$ cat src/hw/rtl/lzsr_pkg.sv
`default_nettype none
package lzsr_pkg;

    localparam int MAX_LEN    = 1024;
    localparam int VALUE_BITS = 16;
    localparam int IN_DATA_W  = 16;
    localparam int OUT_DATA_W = 16;
    localparam int SUM_W      = VALUE_BITS + $clog2(MAX_LEN + 1);
    localparam int POS_W      = $clog2(MAX_LEN + 1);
    localparam int LEN_W      = 11;

    typedef enum logic {
        ST_RUN,
        ST_DRAIN
    } state_t;

    typedef struct packed {
        logic                    valid;
        logic                    active;
        logic                    last;
        logic                    over;
        logic signed [SUM_W-1:0] sum;
        logic [POS_W-1:0]        pos;
        logic                    found;
        logic [LEN_W-1:0]        len;
    } query_t;

    typedef struct packed {
        logic                    en;
        logic                    zero_en;
        logic [POS_W-1:0]        idx;
        logic signed [SUM_W-1:0] sum;
    } wr_t;

endpackage
`default_nettype wire

$ cat src/hw/rtl/lzsr_cell.sv
`default_nettype none
module lzsr_cell
    import lzsr_pkg::*;
(
    input  wire logic             aclk,
    input  wire logic             aresetn,
    input  wire logic [POS_W-1:0] idx,
    input  wire wr_t              wr,
    input  wire query_t           q_in,
    output query_t                q_out
);

    logic signed [SUM_W-1:0] store_reg;
    logic                    valid_reg;
    query_t                  q_reg;
    logic                    hit;

    // prefix sum of this cell's position
    always_ff @(posedge aclk) begin
        if (wr.zero_en && (idx == '0)) begin
            store_reg <= '0;
        end else if (wr.en && (wr.idx == idx)) begin
            store_reg <= wr.sum;
        end
    end

    always_ff @(posedge aclk) begin
        if (!aresetn) begin
            valid_reg <= 1'b0;
        end else begin
            valid_reg <= q_in.valid;
        end
    end

    always_ff @(posedge aclk) begin
        q_reg <= q_in;
    end

    // first match along the chain is the earliest position
    assign hit = valid_reg && q_reg.active && !q_reg.found && (idx < q_reg.pos)
                 && (store_reg == q_reg.sum);

    always_comb begin
        q_out       = q_reg;
        q_out.valid = valid_reg;
        if (hit) begin
            q_out.found = 1'b1;
            q_out.len   = LEN_W'(q_reg.pos - idx);
        end
    end

endmodule
`default_nettype wire

$ cat config.mk
export PLATFORM = sky130hd
export DESIGN_NAME = lzsr_cell
export DESIGN_NICKNAME = d
export VERILOG_FILES = /design/src/hw/rtl/lzsr_pkg.sv /design/src/hw/rtl/lzsr_cell.sv
export SDC_FILE = /design/constraint.sdc
export NUM_CORES = 1
export LEC_CHECK = 0
export BUFFER_PORTS_ARGS = -buffer_cell sky130_fd_sc_hd__buf_2
export CORE_MARGIN = 8
export CORE_UTILIZATION = 47
export DETAILED_ROUTE_END_ITERATION = 16
export PLACE_DENSITY_LB_ADDON = 0.1
export SLEW_MARGIN = 25
export SYNTH_ARGS = -nofsm -noshare
export SYNTH_HDL_FRONTEND = slang
export SYNTH_SLANG_ARGS = --single-unit
$ cat constraint.sdc
create_clock -name aclk -period 4.3 [get_ports aclk]
set_input_delay 1.075 -clock aclk [delete_from_list [all_inputs] [get_ports aclk]]
set_output_delay 1.075 -clock aclk [all_outputs]
set_load 0.01 [all_outputs]
Word level (Yosys, flattened, before mapping)
Index checks and enable logic that the tools add are counted.
{"block": "totals", "reg_bits": 81, "input_bits": 107, "output_inout_bits": 54, "word_cells": 22}
{"block": "classes", "addsub": 1, "order_cmp": 1, "eq_ne": 2, "muxes": 1, "n_reduce_logical": 8}
{"operator": "$eq A27 B27 Y1", "n": 1}
{"operator": "$mux W12", "n": 1}
{"operator": "$eq A11 B11 Y1", "n": 1}
{"operator": "$logic_not A11 Y1", "n": 1}
{"operator": "$lt A11 B11 Y1", "n": 1}
{"operator": "$sub A11 B11 Y11", "n": 1}
{"operator": "$logic_and A1 B1 Y1", "n": 6}
{"operator": "$logic_not A1 Y1", "n": 1}

Depth between registers and ports, before layout
{"block": "logic_depth", "word_depth": 5, "mapped_depth": 9}

Worst setup path before layout
No wires, ideal clock.
{"block": "synth_path", "path_type": "input-to-output", "from": "input port idx[8]", "to": "output port q_out[10] in the netlist's numbering", "t_arrival_ns": 2.981, "t_required_ns": 3.225, "path_slack_ns": 0.244, "path_stages": 9, "path_cell_list": "inv_1 ha_1 buf_6 nand4_2 nor3_1 or4_4 a2111oi_4 buf_6 mux2_4"}
{"element": "start, declared", "line": "lzsr_cell.sv:7", "text": "input wire logic [POS_W-1:0] idx,"}
{"element": "end, declared", "line": "lzsr_cell.sv:10", "text": "output query_t q_out"}

==> out/metrics.yaml <==
timing:
  relSlewSlack_pct: 67.4
  drv_slew: 0
  rsz0062_at_grt: "no"
  fin_tns_setup_ps: 0
  hold_violations: 0
  clock_skew_ps: 0
  max_slew.worst_pin.slew_ps: 489
  layout_setup_ws_ps: 81.6
  finalSetupViolCount: 0
  fmax_ghz: 0.237
  period_needed_ps: 4220
  fin_crit_sh_pct: 98.1
setup_path:
  crit_path_top_delay_cell: "fa_1"
  cpMostUsedCell: "buf_2"
  worstPathRequired_ps: 3220
  r2r-start: "store_reg[16]"
  critPathLaunch: "idx[0]"
  worstSetupPathType: "primary input to output port"
  crit_path_start_kind: "primary input"
  crit_path_end_kind: "output port"
  arrival_ps: 3140
  crit_fanout: 3
  crit_chain: "buf_2 > ha_4 > inv_1 > fa_1 > a21o_1 > a221oi_2 > nor3_1 > or3_1 > mux2_4 > buf_2"
  max_stage_delay_ps: 400
detailed_routing:
  via_per_inst: 4.70
  via_count: 2753
  post_drt_wl_per_cell_um: 15.3
  wirelength_mm: 8.99
  dr.pass1.iters: 4
  drt_iter0_drc: 52
  remaining_drc_errors: 0
  ant_nets: 0
global_route:
  grt_use_total_pct: 16.9
  met3_usage_pct: 6.94
  antenna_found_initial: 0
  top_usage_layer: "met2"
  grt_overflow: 0
  grt_use_met1_pct: 18.1
  grt_pass1_vias: 2988
  globalRouteMet2Util_pct: 28.9
  grt_max_degree: 28
  grt_pass1_wl_mm: 14.6
synthesis:
  synth_cells: 341
  ys_ff_latch: 81
  synth.distinct_cells: 45
  syn_area_um2: 3600
  yosys_most_used_dff: "dfxtp_1"
  yosysSeqAreaShare_pct: 45.0
  synth-edff-count: 0
  yosys_warnings: 0
  avgSynthCellArea_um2: 10.6
  synthArstFlopShare_pct: 0
  synth_nets: 460
place:
  placed_area_um2: 4300
  place_hpwl_mm: 7.18
  place_congestion: 0.803
  dp_slack_ps: -74.3
  io_buffer_count: 160
clock_network:
  numCtsBuffers: 9
  clkLatencyLatePin_ps: 350
  hold_buffers: 0
  cts_root_buf: "clkbuf_8"
  htreeDepth: 3
  clk_pin_slew_ps: 80
  cts_sinks: 81
  cts.path.max_buffers: 2
  cts_tree: "yes"
  post_cts_buffers: 0
job:
  cap_violations: 0
floorplanning:
  core-area_um2: 7570
  initial_core_util_pct: 47.6
  die_area_um2: 10700
  die_h_um: 104
  io_pins: 161
  fp.dieW_um: 104
  row_count: 32
finish:
  final_common_cell: "buf_2"
  final_area_um2: 4690
  drive_above_1_share_pct: 47.7
  layout_common_cells: "buf_2, dfxtp_1, nor2_1"
  layout.nets: 598
  n_antenna_cell: 0
  largest_reg_flops: 41
  syn_to_final_growth_pct: 30.1
pwr:
  powerDensity_nw_per_um2: 361
  p_leak_nw: 2.16
  total_power_w: 0.00169
  ir_worst_vdd_uv: 226
min_path:
  hold_class: "register to register"
  min-delay-start: "store_reg[20]"
run_status:
  outcome: "finished clean"
[through the flow]
| step | utilization, % | hold slack, ps | cells |
|---|---|---|---|
| 6_report | 62.0 | 520 | 586 |
| 5_1_grt | 62.0 | 550 | 586 |
| 4_1_cts | 61.9 | 525 | 586 |
| 3_5_place_dp | 56.8 | 504 | 570 |
| 3_3_place_gp | 56.8 | 492 | 570 |
| 2_1_floorplan | - | 481 | 341 |
[Yosys cell counts (2+ instances only)]
master | instances | area share, %
and3_1 | 2 | 0.35
nor2_1 | 33 | 3.4
xnor2_1 | 28 | 6.8
nand2b_1 | 2 | 0.35
a21o_1 | 3 | 0.63
dfxtp_1 | 81 | 45
nand4_2 | 2 | 0.69
nand3_1 | 4 | 0.56
nand4_1 | 8 | 1.4
a21oi_1 | 9 | 1.3
o21ai_0 | 2 | 0.28
ha_1 | 11 | 3.8
inv_1 | 16 | 1.7
nand2_1 | 3 | 0.31
buf_2 | 4 | 0.56
xor2_1 | 15 | 3.6
mux2_2 | 2 | 0.63
or4_1 | 2 | 0.42
buf_6 | 3 | 0.94
mux2_4 | 8 | 3.3
nor3_1 | 5 | 0.69
mux2i_1 | 28 | 7.8
clkbuf_1 | 2 | 0.21
buf_4 | 42 | 8.8
nor4_1 | 6 | 1.0
[logic make-up after synthesis]
logic type / share of synthesized area, %
adder cells (fa/ha/maj): 4.38
flip-flops: 45.0
AND/OR/NAND/NOR: 10.5
buffers and inverters: 12.2
AO/OA/AOI/OAI: 5.66
multiplexers: 11.7
XOR/XNOR: 10.5
[metal layers]
metal,up-vias,wire length (um)
li1,1388,-
met1,1253,3650
met2,98,4420
met3,14,747
met4,0,172
met5,-,0
[worst max-delay path, delay by kind of cell]
family | cells | cell delay, ps
AOI/OAI and AO/OA | 2 | 500
adders and majority gates | 2 | 540
buffers and inverters | 3 | 320
muxes | 1 | 260
and+or+nand+nor | 2 | 450
[final cells by class]
cell class / count / area [um^2]
Multi-Input combinational cell: 192 / 1700
Timing Repair Buffer: 179 / 957
Inverter: 16 / 60.1
Clock buffer: 11 / 141
Tap cell: 102 / 128
Clock inverter: 5 / 85.1
Sequential cell: 81 / 1620
Fill cell: 665 / 2880
[where the power goes]
| part | leakage [nW] | switching [W] | total (W) | internal [W] |
|---|---|---|---|---|
| sequential | 0.673 | 0.0000193 | 0.000800 | 0.000781 |
| clock | 0.111 | 0.000288 | 0.000635 | 0.000348 |
| combinational | 1.37 | 0.000116 | 0.000256 | 0.000140 |
[repair_timing]
item / 4_1_cts / 5_1_grt
endpoints found under the setup margin: 10 / 10
hold endpoints to repair: 0 / 0
pin swaps: 6 / 1
gates resized for setup: 22 / 2
[final timing paths]
| check | to | slack (ps) | cells past startpoint |
|---|---|---|---|
| worst max-delay path | q_out[10] | 80 | 10 |
| worst min-delay path | store_reg[20] | 520 | 2 |
| worst max register to register | store_reg[16] | 3670 | 2 |
| worst min register to register | store_reg[20] | 520 | 2 |
(Power assumes the default switching activity.)
