`src/hw/rtl/lzsr_pkg.sv`:
```
`default_nettype none
package lzsr_pkg;

    localparam int MAX_LEN    = 1024;
    localparam int VALUE_BITS = 16;
    localparam int IN_DATA_W  = 16;
    localparam int OUT_DATA_W = 16;
    localparam int SUM_W      = VALUE_BITS + $clog2(MAX_LEN + 1);
    localparam int POS_W      = $clog2(MAX_LEN + 1);
    localparam int LEN_W      = 11;

    typedef enum logic {
        ST_RUN,
        ST_DRAIN
    } state_t;

    typedef struct packed {
        logic                    valid;
        logic                    active;
        logic                    last;
        logic                    over;
        logic signed [SUM_W-1:0] sum;
        logic [POS_W-1:0]        pos;
        logic                    found;
        logic [LEN_W-1:0]        len;
    } query_t;

    typedef struct packed {
        logic                    en;
        logic                    zero_en;
        logic [POS_W-1:0]        idx;
        logic signed [SUM_W-1:0] sum;
    } wr_t;

endpackage
`default_nettype wire

```
`src/hw/rtl/lzsr_head.sv`:
```
`default_nettype none
module lzsr_head
    import lzsr_pkg::*;
(
    input  wire logic                 aclk,
    input  wire logic                 aresetn,
    input  wire logic                 s_tvalid,
    output logic                      s_tready,
    input  wire logic [IN_DATA_W-1:0] s_tdata,
    input  wire logic                 s_tlast,
    input  wire logic                 done,
    output query_t                    q_out,
    output wr_t                       wr
);

    state_t                  state_reg, state_next;
    logic signed [SUM_W-1:0] sum_reg, sum_next;
    logic [POS_W-1:0]        pos_reg, pos_next;
    logic                    over_reg, over_next;

    logic                    accept;
    logic                    live;
    logic signed [SUM_W-1:0] vext;
    logic signed [SUM_W-1:0] new_sum;
    logic [POS_W-1:0]        new_pos;

    assign vext    = SUM_W'($signed(s_tdata[VALUE_BITS-1:0]));
    assign new_sum = sum_reg + vext;
    assign new_pos = pos_reg + POS_W'(1);
    assign live    = pos_reg < POS_W'(MAX_LEN);
    assign accept  = s_tvalid && s_tready;

    always_comb begin
        state_next = state_reg;
        unique case (state_reg)
            ST_RUN: begin
                if (accept && s_tlast) begin
                    state_next = ST_DRAIN;
                end
            end
            ST_DRAIN: begin
                if (done) begin
                    state_next = ST_RUN;
                end
            end
            default: state_next = ST_RUN;
        endcase
    end

    always_comb begin
        s_tready = (state_reg == ST_RUN);

        q_out.valid  = accept;
        q_out.active = live;
        q_out.last   = s_tlast;
        q_out.over   = over_reg || !live;
        q_out.sum    = new_sum;
        q_out.pos    = new_pos;
        q_out.found  = 1'b0;
        q_out.len    = '0;

        wr.en      = accept && live && (new_pos < POS_W'(MAX_LEN));
        wr.zero_en = (pos_reg == '0);
        wr.idx     = new_pos;
        wr.sum     = new_sum;
    end

    always_comb begin
        sum_next  = sum_reg;
        pos_next  = pos_reg;
        over_next = over_reg;
        priority if (accept && s_tlast) begin
            sum_next  = '0;
            pos_next  = '0;
            over_next = 1'b0;
        end else if (accept && live) begin
            sum_next = new_sum;
            pos_next = new_pos;
        end else if (accept) begin
            over_next = 1'b1;
        end
    end

    always_ff @(posedge aclk) begin
        if (!aresetn) begin
            state_reg <= ST_RUN;
            sum_reg   <= '0;
            pos_reg   <= '0;
            over_reg  <= 1'b0;
        end else begin
            state_reg <= state_next;
            sum_reg   <= sum_next;
            pos_reg   <= pos_next;
            over_reg  <= over_next;
        end
    end

endmodule
`default_nettype wire

```
`config.mk`:
```
export PLATFORM = sky130hd
export DESIGN_NAME = lzsr_head
export DESIGN_NICKNAME = d
export VERILOG_FILES = /design/src/hw/rtl/lzsr_pkg.sv /design/src/hw/rtl/lzsr_head.sv
export SDC_FILE = /design/constraint.sdc
export NUM_CORES = 1
export LEC_CHECK = 0
export BUFFER_PORTS_ARGS = -buffer_cell sky130_fd_sc_hd__buf_2
export CAP_MARGIN = 15
export CORE_ASPECT_RATIO = 1.25
export CORE_MARGIN = 3
export CORE_UTILIZATION = 39
export CTS_BUF_LIST = sky130_fd_sc_hd__clkbuf_8
export DETAILED_ROUTE_END_ITERATION = 12
export HOLD_SLACK_MARGIN = 0.12
export PLACE_DENSITY = 0.74
export SLEW_MARGIN = 20
export SYNTH_ARGS = -nofsm -noshare
export SYNTH_HDL_FRONTEND = slang
export SYNTH_SLANG_ARGS = --single-unit
```
`constraint.sdc`:
```
create_clock -name aclk -period 6.4 [get_ports aclk]
set_input_delay 0.32 -clock aclk [delete_from_list [all_inputs] [get_ports aclk]]
set_output_delay 0.32 -clock aclk [all_outputs]
set_load 0.02 [all_outputs]
```
[After elaboration in Yosys (flattened, before gate mapping)]
Cells that the tools add are included.
Cells by class
  $add $sub $neg: 2
  $lt $le $gt $ge: 2
  muxes and demuxes: 3
  bitwise gates (word level): 3
  reduce and logical (&&, ||, !) cells: 9
Operators by type and width (count)
  27-bit by 16-bit adder with 27-bit output: 1
  11-bit less-than comparator (second input constant): 2
  11-bit by 1-bit adder with 11-bit output (second input constant): 1
  11-bit logical NOT: 1
  1-bit logical AND: 4
  1-bit NOT: 3
  1-bit two-way mux: 2
  1-bit case mux with 2 select lines: 1
  2-bit AND reduction: 1
  2-bit OR reduction: 1
  1-bit logical NOT: 1
  1-bit logical OR: 1
Word-level totals
  register bits: 40
  input bits: 21
  output and inout port bits: 95
  word-level logic and storage cells: 23

[Longest topological paths before layout]
  depth in word-level cells: 5
  gate-level depth with buffers: 11
  gate-level depth less buffers: 10

[Worst setup path after synthesis]
Ideal clock, no wire load.
  path kind: in2out
  start point: input s_tdata[0]
  end point: output wr[20] (netlist name)
  data arrival time: 2767 ps
  required time: 6080 ps
  setup slack: 3313 ps
  cell stages on the path: 11
  buffers on the path: 1
  cell sequence: ha_1 > inv_1 > fa_1 > nand2b_2 > a2111oi_2 > nor3_1 > o22ai_1 > a31oi_1 > nor2b_1 > xnor2_1 > buf_4
RTL lines
  from (decl): line lzsr_head.sv:9  | input wire logic [IN_DATA_W-1:0] s_tdata,
  to (decl): line lzsr_head.sv:13  | output wr_t wr

==> metrics.md <==
| Metric | Value |
|---|---|
| Num Clock Sinks | `40` |
| Dpl hpwl | `6910 um` |
| H-tree lvl count | `2` |
| Clock latency on the worst-skew pair | `0.30 ns` |
| Synthesis-to-layout area growth | `10.3%` |
| N_diodes | `0` |
| Die W | `92.9 um` |
| Clock Pin Slew Worst Setup and Hold Paths | `0.09 ns` |
| Post-synth EDFFs | `0` |
| Crit path launch type | `flop` |
| Final Hold Viols | `0` |
| Most frequent cells in the layout | `103 x buf_2, 63 x nand2_1, 48 x a21oi_1, 40 x dfxtp_1, 28 x ha_1` |
| TNS Setup | `0 ns` |
| Final WL | `9120 um` |
| # resized after CTS | `0` |
| Routed Antenna Nets | `0` |
| Drc violations | `0` |
| Number of global-route vias before repair | `3,346` |
| Register area share after synthesis | `21.7%` |
| TritonCTS Buffers | `5` |
| Pwr Total | `0.984 mW` |
| CTS Buffer Depth | `2` |
| Max reg flops | `27` |
| Fin util | `44.3%` |
| FFs w/ async S/R, synth | `0%` |
| Internal power component | `0.554 mW` |
| Worst Hold Class | `in -> reg` |
| Die area | `0.0107 mm^2` |
| Slew margin rel. | `55.3%` |
| Pwr Density | `242 mW/mm^2` |
| CP arrival | `3.12 ns` |
| Postcts setup bufs | `0` |
| DRT iter0 DRCs | `186` |
| Drt first pass iters | `4` |
| Clock Skews | `0.00912 ns` |
| Fmax | `0.291 GHz` |
| CP required | `6.08 ns` |
| RSZ-0062 raised after global routing | `false` |
| Root buffer cell | `clkbuf_8` |
| PortBufs | `103` |
| Post-synth top flop | `dfxtp_1` |
| Placed insts | `657` |
| Global Route Usage Sum | `17.3%` |
| Max Cap Viol | `0` |
| Remaining Overflow, GRT | `0` |
| Maximum fanout along the worst path | `3` |
| Initial core utilization | `40.2%` |
| Cells after Synth | `489` |
| Netlist cell types | `61` |
| Antenna violations before repair | `0` |
| CTS tree | `yes` |
| Routed len/inst | `13.7 um` |
| Layout cell share with drive strength beyond 1 | `24.0%` |
| Switching Fraction | `43.7%` |
| Gpl congestion | `0.932` |
| CP Class | `reg -> out` |
| WHS | `0.256 ns` |
| Tcrit/Tclk final | `53.7%` |
| Pleak | `1.92 nW` |
| Worst setup EP type | `primary output` |
| Register bit total from synthesis | `40` |
| Clock power share | `22.9%` |
| Combinational share of power | `49.0%` |
| Chip height | `115 um` |
| Core Region | `0.00917 mm^2` |
| First-pass GRT wire length | `15,300 um` |
| Largest net degree at the start of global routing | `37` |
| Commonest non-fill, non-tap cell in the layout | `buf_2` |
| Layout fillers | `943` |
| Layout Cells excl Fill | `665` |
| Vias | `3,566` |
| Mapped Area | `0.00368 mm^2` |
| Yosys Warn Count | `0` |
| Post-DR vias/cell | `5.36` |
| Final setup viols | `0` |
| Max-slew violation count | `0` |
| Syn avg cell area | `7.53 um^2` |
| # rows | `39` |
| Fin crit period | `3.44 ns` |
| Peak VDD IR | `0.128 mV` |
| Io pins | `116` |
| Final nets | `591` |
| Power share of the sequential group | `28.1%` |
| Post-cts hold buffer count | `0` |
| Status | `complete, no violations` |
| Measured slew at the worst slew-check pin | `0.670 ns` |
| Net Switching | `0.430 mW` |
-- synthesized netlist by cell type (2+ instances only) --
cell type | instances | share of area, %
nor2b_1 | 3 | 0.51
o211ai_1 | 4 | 0.82
nor4_1 | 3 | 0.51
xnor2_1 | 20 | 4.8
a21o_1 | 6 | 1.2
or4_1 | 5 | 1.0
or3_1 | 7 | 1.2
ha_1 | 28 | 9.5
buf_4 | 53 | 11
xor2_1 | 19 | 4.5
o31ai_1 | 4 | 0.82
and3_1 | 10 | 1.7
dfxtp_1 | 40 | 22
nor2_1 | 27 | 2.8
buf_2 | 4 | 0.54
nand4_1 | 6 | 1.0
nor3b_1 | 3 | 0.61
and2_1 | 5 | 0.85
nand2b_1 | 2 | 0.34
a211oi_1 | 2 | 0.41
o21a_1 | 5 | 1.0
o311ai_0 | 2 | 0.48
o21ai_0 | 15 | 2.0
nand3_1 | 20 | 2.7
o21ai_1 | 2 | 0.27
a21boi_0 | 2 | 0.41
nand2_1 | 63 | 6.4
or2_2 | 2 | 0.34
a31oi_1 | 7 | 1.2
a22oi_1 | 2 | 0.41
nor3_1 | 8 | 1.1
a31o_2 | 4 | 0.95
clkbuf_1 | 15 | 1.5
inv_1 | 15 | 1.5
mux2i_1 | 2 | 0.54
o21bai_1 | 2 | 0.41
a21oi_1 | 48 | 6.5
-- worst max-delay path: stages (launching register included) --
cell	delay, ns
dfxtp_1	0.36
ha_1	0.19
inv_1	0.06
fa_1	0.39
nand2b_2	0.23
a2111oi_2	0.46
nor3_1	0.10
o22ai_1	0.31
a31oi_1	0.18
nor2b_1	0.17
xnor2_1	0.17
buf_2	0.19
-- logic make-up (layout without fill, tap and decap cells) --
logic type	count (synthesis)	in the layout	synth area share, %
compound gates	119	119	20.9
xor+xnor	39	39	9.27
fa+ha+maj	29	29	10.1
buf+inv	87	129	14.4
flops	40	40	21.7
mux	3	3	0.951
other cells	1	12	0.102
simple gates	171	171	22.6
-- area by class of cell --
class	count	area, um^2	share of cell area (%)
Multi-Input combinational cell	373	2390	58.9
Sequential cell	40	801	19.7
Timing Repair Buffer	106	538	13.2
Tap cell	123	154	3.79
Clock buffer	6	82.6	2.03
Inverter	15	56.3	1.39
Clock inverter	2	38.8	0.954
-- power groups by stage --
stage,logic [mW],clock network (mW),registers [mW]
after floorplan,0.408,0,0.279
final,0.482,0.225,0.276
after CTS,0.483,0.236,0.276
after global placement,0.475,0,0.281
after detailed placement,0.481,0,0.282
after global routing,0.527,0.246,0.278
-- final timing paths --
path                                  from          end  slack, ns  depth (start not counted)
worst min register to register  sum_reg[2]   sum_reg[2]       0.46                          2
worst max register to register  sum_reg[0]  sum_reg[26]       3.60                         10
worst min-delay path               aresetn    state_reg       0.26                          2
worst max-delay path            sum_reg[0]       wr[20]       2.96                         11
-- layer usage --
layer / routed length (um) / up-vias / global-route usage [%]
met1: 3880 / 1676 / 20.8
met5: 0 / - / 0
met4: 116 / 0 / 5.08
met2: 4510 / 123 / 31.4
met3: 606 / 9 / 2.83
li1: - / 1758 / -
-- metrics by stage --
| step | setup WS [ns] | area (um^2) |
|---|---|---|
| floorplan | 3.31 | 3720 |
| global placement | 3.26 | 3940 |
| detailed placement | 3.20 | 3940 |
| CTS | 2.91 | 4060 |
| global route | 2.69 | 4060 |
| finish | 2.96 | 4060 |
No activity file was read; power rests on OpenSTA's default activity.
