<file path="src/hw/rtl/lzsr_pkg.sv">
`default_nettype none
package lzsr_pkg;

    localparam int MAX_LEN    = 1024;
    localparam int VALUE_BITS = 16;
    localparam int IN_DATA_W  = 16;
    localparam int OUT_DATA_W = 16;
    localparam int SUM_W      = VALUE_BITS + $clog2(MAX_LEN + 1);
    localparam int POS_W      = $clog2(MAX_LEN + 1);
    localparam int LEN_W      = 11;

    typedef enum logic {
        ST_RUN,
        ST_DRAIN
    } state_t;

    typedef struct packed {
        logic                    valid;
        logic                    active;
        logic                    last;
        logic                    over;
        logic signed [SUM_W-1:0] sum;
        logic [POS_W-1:0]        pos;
        logic                    found;
        logic [LEN_W-1:0]        len;
    } query_t;

    typedef struct packed {
        logic                    en;
        logic                    zero_en;
        logic [POS_W-1:0]        idx;
        logic signed [SUM_W-1:0] sum;
    } wr_t;

endpackage
`default_nettype wire

</file>
<file path="src/hw/rtl/lzsr_tail.sv">
`default_nettype none
module lzsr_tail
    import lzsr_pkg::*;
(
    input  wire logic                  aclk,
    input  wire logic                  aresetn,
    input  wire query_t                q_in,
    output logic                       done,
    output logic                       m_tvalid,
    input  wire logic                  m_tready,
    output logic [OUT_DATA_W-1:0]      m_tdata,
    output logic [0:0]                 m_tuser
);

    logic [LEN_W-1:0] best_reg, best_next;
    logic             pend_valid_reg, pend_valid_next;
    logic [LEN_W-1:0] pend_len_reg;
    logic             pend_over_reg;
    logic             out_valid_reg, out_valid_next;
    logic [LEN_W-1:0] out_len_reg;
    logic             out_over_reg;
    logic [LEN_W-1:0] cand;
    logic [LEN_W-1:0] best_max;
    logic             out_free;
    logic             take_last;

    assign cand      = q_in.found ? q_in.len : '0;
    assign best_max  = (cand > best_reg) ? cand : best_reg;
    assign out_free  = !out_valid_reg || m_tready;
    assign done      = pend_valid_reg && out_free;
    assign take_last = q_in.valid && q_in.last;

    always_comb begin
        best_next = best_reg;
        if (take_last) begin
            best_next = '0;
        end else if (q_in.valid) begin
            best_next = best_max;
        end
    end

    always_comb begin
        pend_valid_next = pend_valid_reg;
        out_valid_next  = out_valid_reg;
        if (m_tready) begin
            out_valid_next = 1'b0;
        end
        if (done) begin
            pend_valid_next = 1'b0;
            out_valid_next  = 1'b1;
        end
        if (take_last) begin
            pend_valid_next = 1'b1;
        end
    end

    always_ff @(posedge aclk) begin
        if (!aresetn) begin
            best_reg       <= '0;
            pend_valid_reg <= 1'b0;
            out_valid_reg  <= 1'b0;
        end else begin
            best_reg       <= best_next;
            pend_valid_reg <= pend_valid_next;
            out_valid_reg  <= out_valid_next;
        end
    end

    always_ff @(posedge aclk) begin
        if (take_last) begin
            pend_len_reg  <= best_max;
            pend_over_reg <= q_in.over;
        end
        if (done) begin
            out_len_reg  <= pend_len_reg;
            out_over_reg <= pend_over_reg;
        end
    end

    assign m_tvalid   = out_valid_reg;
    assign m_tdata    = OUT_DATA_W'(out_len_reg);
    assign m_tuser[0] = out_over_reg;

endmodule
`default_nettype wire

</file>
<file path="config.mk">
export PLATFORM = sky130hd
export DESIGN_NAME = lzsr_tail
export DESIGN_NICKNAME = d
export VERILOG_FILES = /design/src/hw/rtl/lzsr_pkg.sv /design/src/hw/rtl/lzsr_tail.sv
export SDC_FILE = /design/constraint.sdc
export NUM_CORES = 1
export LEC_CHECK = 0
export BUFFER_PORTS_ARGS = -buffer_cell sky130_fd_sc_hd__buf_2
export CAP_MARGIN = 0
export CORE_MARGIN = 2
export CORE_UTILIZATION = 45
export DETAILED_ROUTE_END_ITERATION = 8
export PLACE_DENSITY = 0.76
export SYNTH_ARGS = -nofsm -noshare
export SYNTH_HDL_FRONTEND = slang
export SYNTH_SLANG_ARGS = --single-unit
</file>
<file path="constraint.sdc">
create_clock -name aclk -period 2.7 [get_ports aclk]
set_clock_uncertainty 0.2 [all_clocks]
set_input_delay 0.27 -clock aclk [delete_from_list [all_inputs] [get_ports aclk]]
set_output_delay 0.27 -clock aclk [all_outputs]
set_load 0.02 [all_outputs]
</file>
Word-level counts from Yosys, hierarchy flattened --
Cells that the tools add are included.
Word-level totals: register bits after elaboration 37, bits of input ports 57, output and inout port bits 19, logic and storage cells 22
Cells by class: order comparisons 1, multiplexer cells 6, bitwise logic cells 1, reductions and logical operators 7
Operators by type and width (number):
- 11-bit two-way mux | 2
- 11-bit > comparator | 1
- 1-bit two-way mux | 4
- 2-bit nonzero test | 2
- 1-bit logical AND | 2
- 2-bit OR reduction | 1
- 1-bit zero test | 1
- 1-bit logical OR | 1
- 1-bit inverter | 1

Depth between registers and ports, before layout --
Gate-level depths: netlist of the first run.
depth in word-level cells 5, gate-level depth with buffers 10

Least setup slack after synthesis of the first run --
No wires, ideal clock.
path type input to register, start in q_in[11] (netlist name), end reg pend_len_reg[0] (data pin), library setup time 260 ps, arrival 1976 ps, path slack 264 ps, stages 10, path through clkbuf_1 and2_1 ha_1 nand2_1 o21ai_0 a21oi_1 o211a_2 nor2b_2 buf_6 mux2_2
On the way: word-level cells in the longest chain between the ends 3
Ends and longest elaborated chain:
- start: declaration | RTL line lzsr_tail.sv:7 | input wire query_t q_in,
- 11-bit two-way mux (*) | RTL line lzsr_tail.sv:27 | assign cand = q_in.found ? q_in.len : '0;
- 11-bit > comparator | RTL line lzsr_tail.sv:28 | assign best_max = (cand > best_reg) ? cand : best_reg;
- 11-bit two-way mux (*) | RTL line lzsr_tail.sv:28
- via best_max[0] | RTL line lzsr_tail.sv:23 | logic [LEN_W-1:0] best_max;
- end signal: assignment | RTL line lzsr_tail.sv:71 | pend_len_reg <= best_max;
- end: declaration | RTL line lzsr_tail.sv:17 | logic [LEN_W-1:0] pend_len_reg;
Mark *: on every way through the listed nets, which the timed path passes. The rest lies on a longest branch. A chain may end at the register's enable or synchronous reset.

Worst setup path after layout of the first run --
start reg best_reg[9], end reg pend_len_reg[0] (data pin)
On the way: word-level cells in the longest chain between the ends 2
Ends and longest elaborated chain:
- start: declaration | RTL line lzsr_tail.sv:15 | logic [LEN_W-1:0] best_reg, best_next;
- start signal: assignment | RTL line lzsr_tail.sv:63 | best_reg <= best_next;
- 11-bit > comparator | RTL line lzsr_tail.sv:28
- 11-bit two-way mux | RTL line lzsr_tail.sv:28
- via best_max[0] | RTL line lzsr_tail.sv:23
The timed path passes the listed nets, and every way through them passes these cells.

==> impl_metrics.tcl, run 1 <==
set metrics [dict create \
    start_kind "flop" \
    hold_depth 2 \
    setup_ws_ns 0.255 \
    dieArea_mm2 0.00446 \
    rows 22 \
    coreArea_mm2 0.00372 \
    outcome "finished, final reports clean" \
    period_share 0.906 \
    max_clock_freq_mhz 409 \
    drc 0 \
    ant_nets 0 \
    sequentialPowerShare 0.540 \
    syn-instance-count 151 \
    ctsResizeCount 0 \
    grt_first_pass_wirelength_mm 4.97 \
    synth_top_area_share 0.406 \
    hold_ws_ns 0.0129 \
    min_period_ns 2.45 \
    timing.rr.start "best_reg[9]$_SDFFE_PP0P_" \
    grt_max_degree 23 \
    synth-seq-area-share 0.553 \
    worstPathRequired_ns 2.53 \
    worstPathCellList "inv_1 > ha_1 > nand3_1 > nor3_1 > nand2_1 > o211a_2 > nor2b_2 > buf_4 > mux2_2" \
    syn_area_per_cell_um2 11.8 \
    area_growth_pct 17.1 \
    pwr-share-comb 0.159 \
    num_antenna_cells 0 \
    p_int_mw 0.899 \
    holdCritPathClass "input port to flop" \
    wire_per_inst_um 13.0 \
    cts.path.max_buffers 2 \
    multi_input_area_um2 693 \
    tightest_slew_ns 0.572 \
    cts_root_buf "clkbuf_8" \
    port_buffers 31 \
    layout_commonest_cell "buf_2" \
    drv_cap 0 \
    dpl_cell_area_mm2 0.00199 \
    vias 1160 \
    synth_area_leaders "edfxtp_1 (41%), dfxtp_1 (15%), ha_1 (7.8%)" \
    fin_nets 259 \
    die_h_um 66.8 \
    grt_overflow 0 \
    htree_levels 2 \
    crit_buf_inv 2 \
    place_ws_ns -0.00887 \
    hpwl_mm 2.47 \
    cp_slowest_cell "mux2_2" \
    min_to "m_tvalid$_SDFFE_PN0P_" \
    cts.clk_slew.worst_paths_ns 0.07 \
    hold_start "aresetn" \
    design_area_mm2 0.00208 \
    ys_ff_latch 37 \
    syn_area_mm2 0.00178 \
    final_cell_mix "buf_2 (31), nand2_1 (24), edfxtp_1 (24), dfxtp_1 (13)" \
    grt_pass1_vias 1092 \
    setup.worst_path.end_class "flop" \
    reg2regPathDepth 9 \
    io-pin-count 76 \
    wirelength_mm 3.13 \
    slew_headroom 0.619 \
    yosys.area.top_type "edfxtp_1" \
    regToRegSetupSlack_ns 0.25 \
    seq_area_um2 981 \
    ys_types 25 \
    slowest_delay_ns 0.36 \
    track_usage 0.155 \
    drive_above_1_share 0.307 \
    nFillCells 326 \
    yosys_warnings 0 \
    fp.dieW_um 66.8 \
    initial_core_util 0.478 \
    cpLargestDelayFamily "simple AND/OR/NAND/NOR gates" \
    drt_iter0_markers 20 \
    tritoncts "yes" \
    ir_worst_vdd_v 0.000230 \
    gp_congestion 0.824 \
    critical_path_arrival_ns 2.27 \
    r2r-end "pend_len_reg[0]$_DFFE_PP_" \
    clkPwrFrac 0.301 \
    antenna_found_initial 0 \
    final_hold_viol_count 0 \
    via_per_inst 4.83 \
    cts_num_sinks 37 \
    rsz0062_at_grt "no" \
    clk_latency_ns 0.28 \
    p_leak_nw 0.851 \
    fin_setup_tns_ns 0 \
    swShare 0.242 \
    worstSetupPathType "flop to flop" \
    numCtsBuffers 5 \
    power_per_cell_area_mw_per_mm2 571 \
    slew_violations 0 \
    worstPathMaxFanout 6 \
    firstDrtPassIters 4 \
    setup_violations 0 \
    switchingPower_mw 0.288 \
]
-- cell type report --
type	instances	share of cell area
Inverter	12	0.0217
Multi-Input combinational cell	96	0.333
Tap cell	48	0.0289
Clock buffer	6	0.0349
Clock inverter	2	0.00481
Timing Repair Buffer	39	0.105
Sequential cell	37	0.472
-- cell families after synthesis --
family          Yosys count  share of synthesized area
simple gates             46                      0.131
fa+ha+maj                11                     0.0775
mux                      21                      0.126
other cells               1                    0.00211
flops                    37                      0.553
buf+inv                  22                     0.0655
compound gates           13                     0.0451
-- repair_timing --
action	CTS	global route
setup buffers	0	0
endpoints found under the setup margin	0	0
endpoints found under the hold margin	1	0
hold buffers	1	0
-- how the worst max path moves through the flow --
stage / startpoint / cells past startpoint / slack, ns / end
floorplan: q_in[11] / 10 / 0.26 / pend_len_reg[0]$_DFFE_PP_
global placement: q_in[11] / 10 / 0.06 / pend_len_reg[7]$_DFFE_PP_
detailed placement: q_in[11] / 10 / -0.009 / pend_len_reg[0]$_DFFE_PP_
CTS: best_reg[9]$_SDFFE_PP0P_ / 9 / 0.25 / pend_len_reg[0]$_DFFE_PP_
global route: best_reg[10]$_SDFFE_PP0P_ / 10 / 0.05 / best_reg[4]$_SDFFE_PP0P_
finish: best_reg[9]$_SDFFE_PP0P_ / 9 / 0.25 / pend_len_reg[0]$_DFFE_PP_
-- stage by stage --
stage	util	power [mW]	cells
after floorplan	-	0.791	155
after global placement	0.535	0.831	231
after detailed placement	0.535	0.841	231
after CTS	0.560	1.20	240
after global routing	0.560	1.24	240
final	0.560	1.19	240
-- layer usage --
metal	GRT usage	wire, um	up-vias
met5	0	0	-
li1	-	-	589
met3	0.0355	159	8
met4	0.0536	41	0
met2	0.288	1620	35
met1	0.171	1310	528
-- cells in the mapped netlist --
cell,number
edfxtp_1,24
nand2_1,24
dfxtp_1,13
and2_1,12
inv_1,12
ha_1,11
mux2_2,11
mux2i_1,10
a21oi_1,6
buf_4,5
nor2b_1,4
clkbuf_1,3
buf_6,2
nand3_1,2
o21ai_0,2
a21o_1,1
conb_1,1
nand4_1,1
nor2b_2,1
nor3_1,1
nor3b_2,1
o211a_2,1
o211ai_1,1
o21a_1,1
o31ai_1,1
-- worst register-to-register path: cells and delay by family, from the launching register on --
family	cells	cell delay [ns]
compound gates	1	0.15
fa+ha+maj	1	0.29
buf+inv	2	0.21
flops	1	0.35
mux	1	0.36
simple gates	4	0.62
-- power by group through the flow --
stage	Sequential (mW)	Combinational, mW	Clock [mW]
6_report	0.640	0.189	0.357
5_1_grt	0.642	0.209	0.389
4_1_cts	0.641	0.190	0.366
3_5_place_dp	0.653	0.188	0
3_3_place_gp	0.650	0.182	0
2_1_floorplan	0.657	0.134	0
Note: power is estimated with default switching activity, not from simulation.
==> run 2, diff against run 1 <==
- CORE_UTILIZATION: 45 -> 42
- PLACE_DENSITY: 0.76 -> 0.75
- clock period: 2.7 -> 2.2 ns (I/O delays scaled with it)
==> run 2 against run 1 <==
  * The run now ends with negative setup slack left
  * Non-clock buffer count up 15
  * Setup slack lost 0.28 ns
  * Design area increased by 17%
  * Wire length rose by 8.2%
  * Clock power up 24%
  * Sequential power up 23%
  * First-iteration DRC count rose by 60%
  * Fmax is 9.8% higher
  * Largest cell class unchanged
==> impl_metrics.tcl, run 2 (synthesis results as in run 1) <==
set metrics [dict create \
    outcome "finished, violations left" \
    failed_checks "negative setup slack" \
    worstSetupStartpoint "best_reg[6]$_SDFFE_PP0P_" \
    rows 23 \
    design_area_mm2 0.00243 \
    holdCritPathClass "input port to flop" \
    ant_nets 0 \
    grt_first_pass_wirelength_mm 5.25 \
    slew_violations 0 \
    cts_num_sinks 37 \
    grt_overflow 0 \
    firstDrtPassIters 4 \
    reg2regPathDepth 9 \
    worstPathRequired_ns 2.04 \
    tritoncts "yes" \
    dieArea_mm2 0.00476 \
    numCtsBuffers 5 \
    layout_commonest_cell "buf_2" \
    final_hold_viol_count 0 \
    final_cell_mix "buf_2 (31), edfxtp_1 (24), nand2_1 (23), buf_4 (19)" \
    wirelength_mm 3.39 \
    min_period_ns 2.23 \
    gp_congestion 0.704 \
    seq_area_um2 992 \
    power_mw 1.56 \
    cp-endpoint "pend_len_reg[2]$_DFFE_PP_" \
    worstSetupPathType "flop to flop" \
    area_growth_pct 36.9 \
    htree_levels 2 \
    multi_input_area_um2 907 \
    port_buffers 31 \
    r2r-end "pend_len_reg[2]$_DFFE_PP_" \
    num_antenna_cells 0 \
    timing.rr.start "best_reg[6]$_SDFFE_PP0P_" \
    power_per_cell_area_mw_per_mm2 642 \
    clk_latency_ns 0.28 \
    coreArea_mm2 0.00403 \
    initial_core_util 0.441 \
    cts_root_buf "clkbuf_8" \
    antenna_found_initial 0 \
    grt_max_degree 23 \
    dpl_cell_area_mm2 0.00217 \
    die_h_um 69.0 \
    setup.worst_path.end_class "flop" \
    via_per_inst 4.67 \
    period_share 1.01 \
    cts.clk_slew.worst_paths_ns 0.07 \
    setup_ws_ns -0.0266 \
    vias 1199 \
    drt_iter0_markers 32 \
    drv_cap 0 \
    setup_violations 10 \
    grt_pass1_vias 1196 \
    ir_worst_vdd_v 0.000340 \
    start_kind "flop" \
    drive_above_1_share 0.527 \
    max_clock_freq_mhz 449 \
    track_usage 0.142 \
    fp.dieW_um 69.0 \
    critical_path_arrival_ns 2.06 \
    worstPathMaxFanout 6 \
    cts.path.max_buffers 2 \
    drc 0 \
    regToRegSetupSlack_ns -0.03 \
    wire_per_inst_um 13.2 \
    hpwl_mm 2.25 \
    io-pin-count 76 \
    p_leak_nw 1.01 \
    fin_nets 274 \
    rsz0062_at_grt "yes" \
    nFillCells 340 \
]
-- run 2: cell type report --
class / count / area share
well taps: 50 / 0.0257
clock buffers: 6 / 0.0299
inverters: 12 / 0.0185
multi-input cells: 96 / 0.373
flip-flops and latches: 37 / 0.408
clock inverters: 2 / 0.00412
repair buffers: 54 / 0.140
-- run 2: worst max-delay path, stage by stage (launching register included) --
cell     delay (ns)
dfxtp_2        0.35
inv_2          0.04
ha_4           0.26
nand2_2        0.07
o21ai_1        0.13
a21oi_1        0.09
o211a_4        0.25
nor2b_4        0.13
buf_6          0.15
mux2_4         0.30
-- run 2: worst min path at each step --
stage | start | endpoint | cells after the start
CTS | q_in[53] | best_reg[10]$_SDFFE_PP0P_ | 3
finish | q_in[53] | best_reg[10]$_SDFFE_PP0P_ | 3
global route | m_tready | m_tvalid$_SDFFE_PN0P_ | 3
detailed placement | q_in[50] | pend_over_reg$_DFFE_PP_ | 1
floorplan | q_in[50] | pend_over_reg$_DFFE_PP_ | 0
global placement | q_in[50] | pend_over_reg$_DFFE_PP_ | 1
-- run 2: power breakdown --
| part | internal [mW] | switching (mW) | leakage (nW) |
|---|---|---|---|
| logic | 0.172 | 0.159 | 0.628 |
| clock network | 0.219 | 0.225 | 0.0450 |
| registers | 0.775 | 0.00989 | 0.335 |
| total | 1.17 | 0.393 | 1.01 |
-- run 2: what timing repair did --
item	4_1_cts	5_1_grt
endpoints found under the hold margin	3	0
gates cloned	0	0
hold buffers	2	0
endpoints found under the setup margin	17	21
buffers inserted	1	1
pin swaps	7	6
resized for setup	25	12
-- run 2: per-layer routing --
| metal | vias up | share of wire | track usage |
|---|---|---|---|
| met5 | - | 0 | 0 |
| met4 | 0 | 0.017 | 0.0654 |
| li1 | 617 | - | - |
| met2 | 25 | 0.51 | 0.255 |
| met3 | 4 | 0.035 | 0.0365 |
| met1 | 553 | 0.43 | 0.155 |
-- run 2: metrics by stage --
step	worst slack (ns)	hold slack (ns)	util	cells	TNS [ns]
after floorplan	-0.101	0.119	-	155	-0.945
after global placement	-0.227	0.199	0.539	245	-3.67
after detailed placement	-0.270	0.202	0.539	245	-4.20
after CTS	-0.00741	0.0456	0.589	256	-0.00929
after global routing	-0.101	0.0777	0.603	257	-1.62
final	-0.0266	0.0544	0.603	257	-0.160
